--- config.mk ---
export PLATFORM = sky130hd
export DESIGN_NAME = crc8_packet_framer_top
export DESIGN_NICKNAME = d
export VERILOG_FILES = /design/src/hdl/crc8pf_pkg.sv /design/src/hdl/crc8_packet_framer_top.sv
export SDC_FILE = /design/constraint.sdc
export NUM_CORES = 1
export LEC_CHECK = 0
export ABC_AREA = 1
export BUFFER_PORTS_ARGS = -buffer_cell sky130_fd_sc_hd__buf_4
export CAP_MARGIN = 20
export CORE_MARGIN = 5
export CORE_UTILIZATION = 31
export CTS_BUF_LIST = sky130_fd_sc_hd__clkbuf_16
export CTS_CLUSTER_SIZE = 14
export DETAILED_ROUTE_END_ITERATION = 8
export GPL_ROUTABILITY_DRIVEN = 1
export PLACE_DENSITY_LB_ADDON = 0.08
export SETUP_SLACK_MARGIN = 0.05
export SLEW_MARGIN = 20
export SYNTH_ARGS = -nofsm -noshare
export SYNTH_HDL_FRONTEND = slang
export SYNTH_SLANG_ARGS = --single-unit
--- constraint.sdc ---
create_clock -name clk -period 6.9 [get_ports clk]
set_input_delay 0.345 -clock clk [delete_from_list [all_inputs] [get_ports clk]]
set_output_delay 0.345 -clock clk [all_outputs]
set_load 0.1 [all_outputs]
--- src/hdl/crc8pf_pkg.sv ---
// Constants, codes and CRC-8 fold function for the CRC-8 packet framer.
package crc8pf_pkg;

	localparam logic [7:0] SYNC0    = 8'hAA;
	localparam logic [7:0] SYNC1    = 8'h55;
	localparam logic [7:0] CRC_POLY = 8'h8C; // reflected 0x31
	localparam int BURST_MAX = 5;
	localparam int CNT_W     = $clog2(BURST_MAX + 1);

	typedef enum logic {
		CMD_START = 1'b0,
		CMD_DATA  = 1'b1
	} cmd_t;

	typedef logic [7:0] byte_t;

	// Dallas/Maxim CRC-8, one byte folded in, LSB first
	function automatic byte_t crc8_fold(input byte_t crc, input byte_t data);
		byte_t c;
		c = crc ^ data;
		for (int i = 0; i < 8; i++) begin
			c = c[0] ? ((c >> 1) ^ CRC_POLY) : (c >> 1);
		end
		return c;
	endfunction

endpackage

--- src/hdl/crc8_packet_framer_top.sv ---
// CRC-8 packet framer: command items in, framed byte stream out.
//
//  port group | dir | tdata / tuser / tlast
//  s_*        | in  | tdata: func_code[7:0], payload_length[15:8], data_byte[23:16]
//             |     | tuser: command (0 start, 1 data)
//  m_*        | out | tdata: out_byte[7:0]; tlast: frame_end
//
// The next item is taken in the cycle the last buffered byte moves to the output
// register. A start item gives 4 or 5 bytes, a data item in an open frame 1 or 2,
// a data item with no open frame none; s_tready is low while two or more are buffered.
// One output byte leaves per cycle through m_tdata unless m_tready low stalls it.
// Frame state and CRC update when an item is accepted, so the next item
// sees them at once. Reset clears frame state and empties the byte buffer.
// m_tready low stalls the output register, then the buffer, then s_tready.
module crc8_packet_framer_top (
	input  logic        clk,
	input  logic        arst_n,
	input  logic        s_tvalid,
	output logic        s_tready,
	input  logic [23:0] s_tdata,   // func_code, payload_length, data_byte
	input  logic [0:0]  s_tuser,   // command
	output logic        m_tvalid,
	input  logic        m_tready,
	output logic [7:0]  m_tdata,   // out_byte
	output logic        m_tlast    // frame_end
);
	import crc8pf_pkg::*;

	// frame state
	logic        frame_open_q;
	logic [7:0]  bytes_left_q;
	byte_t       crc_q;

	// pending result bytes, entry 0 goes out next
	byte_t              byte_s1 [BURST_MAX];
	logic [BURST_MAX-1:0] last_s1;
	logic [CNT_W-1:0]   cnt_s1;

	logic   out_load, pop, accept;
	cmd_t   cmd;
	byte_t  func_code, payload_length, data_byte;
	byte_t  crc_hdr, crc_dat;

	byte_t              new_byte [BURST_MAX];
	logic [BURST_MAX-1:0] new_last;
	logic [CNT_W-1:0]   new_cnt;
	logic               nxt_open;
	logic [7:0]         nxt_left;
	byte_t              nxt_crc;
	logic [7:0]         left_dec;

	assign cmd            = cmd_t'(s_tuser[0]);
	assign func_code      = s_tdata[7:0];
	assign payload_length = s_tdata[15:8];
	assign data_byte      = s_tdata[23:16];

	assign out_load = !m_tvalid || m_tready;
	assign pop      = (cnt_s1 != '0) && out_load;
	assign s_tready = (cnt_s1 == '0) || ((cnt_s1 == CNT_W'(1)) && out_load);
	assign accept   = s_tvalid && s_tready;

	assign crc_hdr  = crc8_fold(crc8_fold(8'h00, func_code), payload_length);
	assign crc_dat  = crc8_fold(crc_q, data_byte);
	assign left_dec = bytes_left_q - 8'd1;

	always_comb begin
		for (int i = 0; i < BURST_MAX; i++) begin
			new_byte[i] = '0;
		end
		new_last = '0;
		new_cnt  = '0;
		nxt_open = frame_open_q;
		nxt_left = bytes_left_q;
		nxt_crc  = crc_q;
		case (cmd)
			CMD_START: begin
				new_byte[0] = SYNC0;
				new_byte[1] = SYNC1;
				new_byte[2] = func_code;
				new_byte[3] = payload_length;
				if (payload_length == 8'd0) begin
					new_byte[4] = crc_hdr;
					new_last[4] = 1'b1;
					new_cnt     = CNT_W'(5);
					nxt_open    = 1'b0;
					nxt_left    = 8'd0;
					nxt_crc     = 8'h00;
				end else begin
					new_cnt  = CNT_W'(4);
					nxt_open = 1'b1;
					nxt_left = payload_length;
					nxt_crc  = crc_hdr;
				end
			end
			CMD_DATA: begin
				if (frame_open_q) begin
					new_byte[0] = data_byte;
					nxt_left    = left_dec;
					if (left_dec == 8'd0) begin
						new_byte[1] = crc_dat;
						new_last[1] = 1'b1;
						new_cnt     = CNT_W'(2);
						nxt_open    = 1'b0;
						nxt_crc     = 8'h00;
					end else begin
						new_cnt = CNT_W'(1);
						nxt_crc = crc_dat;
					end
				end
			end
			default: ;
		endcase
	end

	always_ff @(posedge clk or negedge arst_n) begin
		if (!arst_n) begin
			frame_open_q <= 1'b0;
			bytes_left_q <= '0;
			crc_q        <= '0;
			cnt_s1       <= '0;
		end else if (accept) begin
			frame_open_q <= nxt_open;
			bytes_left_q <= nxt_left;
			crc_q        <= nxt_crc;
			cnt_s1       <= new_cnt;
		end else if (pop) begin
			cnt_s1 <= cnt_s1 - CNT_W'(1);
		end
	end

	// buffer payload: load on accept, shift down on pop
	always_ff @(posedge clk) begin
		if (accept) begin
			byte_s1 <= new_byte;
			last_s1 <= new_last;
		end else if (pop) begin
			for (int i = 0; i < BURST_MAX - 1; i++) begin
				byte_s1[i] <= byte_s1[i+1];
			end
			byte_s1[BURST_MAX-1] <= '0;
			last_s1 <= last_s1 >> 1;
		end
	end

	always_ff @(posedge clk or negedge arst_n) begin
		if (!arst_n) begin
			m_tvalid <= 1'b0;
		end else if (out_load) begin
			m_tvalid <= (cnt_s1 != '0);
		end
	end

	always_ff @(posedge clk) begin
		if (pop) begin
			m_tdata <= byte_s1[0];
			m_tlast <= last_s1[0];
		end
	end

	a_cnt_range: assert property (@(posedge clk) disable iff (!arst_n)
		cnt_s1 <= CNT_W'(BURST_MAX))
		else $error("buffer count out of range");

	a_open_left: assert property (@(posedge clk) disable iff (!arst_n)
		frame_open_q |-> bytes_left_q != 8'd0)
		else $error("open frame with no bytes left");

	a_closed_crc: assert property (@(posedge clk) disable iff (!arst_n)
		!frame_open_q |-> crc_q == 8'h00)
		else $error("crc not cleared with frame closed");

	a_ready_drain: assert property (@(posedge clk) disable iff (!arst_n)
		s_tready |-> cnt_s1 <= CNT_W'(1))
		else $error("ready while buffer holds several bytes");

	a_drop: assert property (@(posedge clk) disable iff (!arst_n)
		accept && (cmd == CMD_DATA) && !frame_open_q |=> cnt_s1 == '0)
		else $error("data item with no frame produced output");

endmodule
==> results.json <==
{
  "grt.total_usage_pct": 14.2,
  "globalRoute.totalOverflow": 0,
  "critPathKind": "reg -> reg",
  "drcViolationCount": 0,
  "grt_setup_unrepaired": "false",
  "coreArea_um2": 13800,
  "synth_ff_type": "edfxtp_1",
  "reg2reg_to": "cnt_s1[0]",
  "r2r_cells": 11,
  "crit_chain": "inv_1 -> ha_1 -> nand2_1 -> nand2_1 -> nand2_2 -> inv_2 -> nor2_1 -> inv_1 -> buf_4 -> o22ai_1 -> o31ai_1",
  "die_width_um": 128,
  "setup_tns_ns": 0,
  "status": "finished, final reports clean",
  "min_period_ns": 3.18,
  "final-setup-viol-count": 0,
  "worstSetupStartpointType": "flip-flop",
  "antenna_found_initial": 0,
  "die-height_um": 128,
  "reg2reg_setup_slack_ns": 3.72,
  "dpl_cell_area_um2": 4820,
  "mappedNetlistArea_um2": 4340,
  "synthCells": 541,
  "ys_seq_area_share_pct": 48.8,
  "whs_ns": 0.306,
  "crit_required_ns": 7.08,
  "rows": 43,
  "cts.sinks": 75,
  "synth_edf_count": 51,
  "hold_path_class": "in -> reg",
  "dp_hpwl_mm": 8.88,
  "synth_cell_type_count": 39,
  "grt_first_pass_wirelength_mm": 18.1,
  "worstSetupStartpoint": "cnt_s1[0]",
  "r2r_start": "cnt_s1[0]",
  "syn-num-nets": 575,
  "area_delta_synth_final_pct": 18.4,
  "syn_avg_cell_area_um2": 8.02,
  "p_leak_nw": 2.50,
  "nets": 617,
  "initial_utilization_pct": 31.4,
  "clock.fmax_mhz": 314,
  "post_cts_resized": 0,
  "drtIter0Drc": 230,
  "post_route_cells_drive_above_1_share_pct": 14.1,
  "final_common_cell": "nand2_1",
  "via_count": 3588,
  "yosysWarnings": 0,
  "drv_slew": 0,
  "fin_worst_skew_ns": 0.00382,
  "viasPerCell": 4.67,
  "maxCapViolations": 0,
  "grt_start_max_net_pins": 45,
  "relSlewSlack_pct": 46.8,
  "cts-root-buf": "clkbuf_16",
  "grt_pass1_vias": 3499,
  "postRouteAntennaNets": 0,
  "vdd_drop_max_uv": 139,
  "cts_buffers": 9,
  "critPathArrivalTime_ns": 3.36,
  "fin_crit_sh_pct": 46.1,
  "portBuffers": 39,
  "async_reset_ff_share_pct": 28.0,
  "first_pass_iters": 4,
  "final_cell_mix": "nand2_1, inv_1, edfxtp_1, nand3_1, buf_4",
  "critPathCapture": "cnt_s1[0]",
  "slowest_stage": "nand2_2",
  "wl_mm": 11.2,
  "htreeDepth": 3,
  "diodes": 0,
  "crit_path_max_incr_delay_ns": 0.59,
  "end_kind": "flip-flop",
  "clk_latency_ns": 0.33,
  "power_density_nw_per_um2": 493,
  "fin_area_um2": 5140,
  "dieArea_um2": 16500,
  "cp_max_fo": 44,
  "clkSlewWorstSetupHoldPaths_ns": 0.06,
  "ioPinCount": 40,
  "clock_path_buffers": 2,
  "cts_tree": "yes",
  "place_congestion": 0.814,
  "worst_pin_slew_ns": 0.796,
  "ys_ff_latch": 75,
  "hold_viol_final": 0,
  "post_drt_wl_per_cell_um": 14.6
}
==> power by group <==
part | switching, mW | total, mW | internal (mW)
Combinational | 0.828 | 1.17 | 0.343
Sequential | 0.0931 | 0.875 | 0.782
Clock | 0.178 | 0.490 | 0.312
Total | 1.10 | 2.54 | 1.44
==> stage by stage <==
stage / setup slack [ns] / total power, mW / std cells / utilization [%]
2_1_floorplan: 3.27 / 1.78 / 541 / -
4_1_cts: 3.69 / 2.57 / 768 / 37.2
3_3_place_gp: 3.79 / 2.06 / 751 / 34.9
6_report: 3.72 / 2.54 / 768 / 37.2
5_1_grt: 3.38 / 2.73 / 768 / 37.2
3_5_place_dp: 3.69 / 2.07 / 751 / 34.9
==> final cells by class <==
cell class	instances	area (um2)
clock buffers	9	225
clock inverters	7	83.8
fillers	1418	8690
inverters	70	263
multi-input cells	386	1920
flip-flops and latches	75	2120
well taps	180	225
repair buffers	41	310
==> synthesized netlist by cell type, drive strengths merged, types with 5 or more instances <==
library cell | n | area share (%)
nor2 | 34 | 3.2
nand3 | 52 | 6.2
dfrtp | 21 | 12
o21ai | 33 | 3.8
edfxtp | 51 | 35
a22oi | 5 | 0.98
ha | 5 | 1.4
xor2 | 13 | 2.6
xnor2 | 7 | 1.4
inv | 70 | 6.1
nand2 | 201 | 18
clkbuf | 6 | 0.52
a21oi | 8 | 0.92
==> sequential cells by signal (all words and copies together), names as in the netlist <==
name,flops
cnt_s1,3
m_tlast,1
last_s1,5
m_tvalid,1
m_tdata,8
bytes_left_q,8
crc_q,8
frame_open_q,1
byte_s1,40
==> worst max-delay path, delay by kind of cell, from the launching register on <==
family / cells / cell delay, ns
and+or+nand+nor: 4 / 1.10
AOI/OAI and AO/OA: 2 / 0.29
adders and majority gates: 1 / 0.19
buffers and inverters: 4 / 1.04
DFF: 1 / 0.39
==> layer usage <==
| metal | track usage, % | wire, um |
|---|---|---|
| met5 | 0 | 0 |
| met4 | 5.56 | 188 |
| met3 | 1.63 | 408 |
| met2 | 23.5 | 5370 |
| met1 | 19.1 | 5250 |
==> worst min path at each step <==
stage / from / to / depth (start not counted)
5_1_grt: s_tdata[23] / byte_s1[39] / 2
4_1_cts: m_tready / m_tvalid / 4
3_3_place_gp: arst_n / bytes_left_q[2] / 1
3_5_place_dp: arst_n / bytes_left_q[2] / 1
2_1_floorplan: arst_n / bytes_left_q[0] / 0
6_report: m_tready / m_tvalid / 4
==> repair_timing <==
action	CTS	global route
setup buffers	0	0
hold buffers	1	0
setup endpoints to repair	0	0
hold endpoints to repair	21	0
==> logic make-up (layout without fill, tap and decap cells) <==
family | count (synthesis) | after routing | synth area share [%]
DFF | 75 | 75 | 48.8
xor gates and xnor gates | 21 | 21 | 4.55
AOI/OAI and AO/OA | 61 | 61 | 8.56
and+or+nand+nor | 299 | 299 | 29.6
buffers and inverters | 80 | 127 | 7.09
adders and majority gates | 5 | 5 | 1.44
Power figures use the tool's default switching activity.
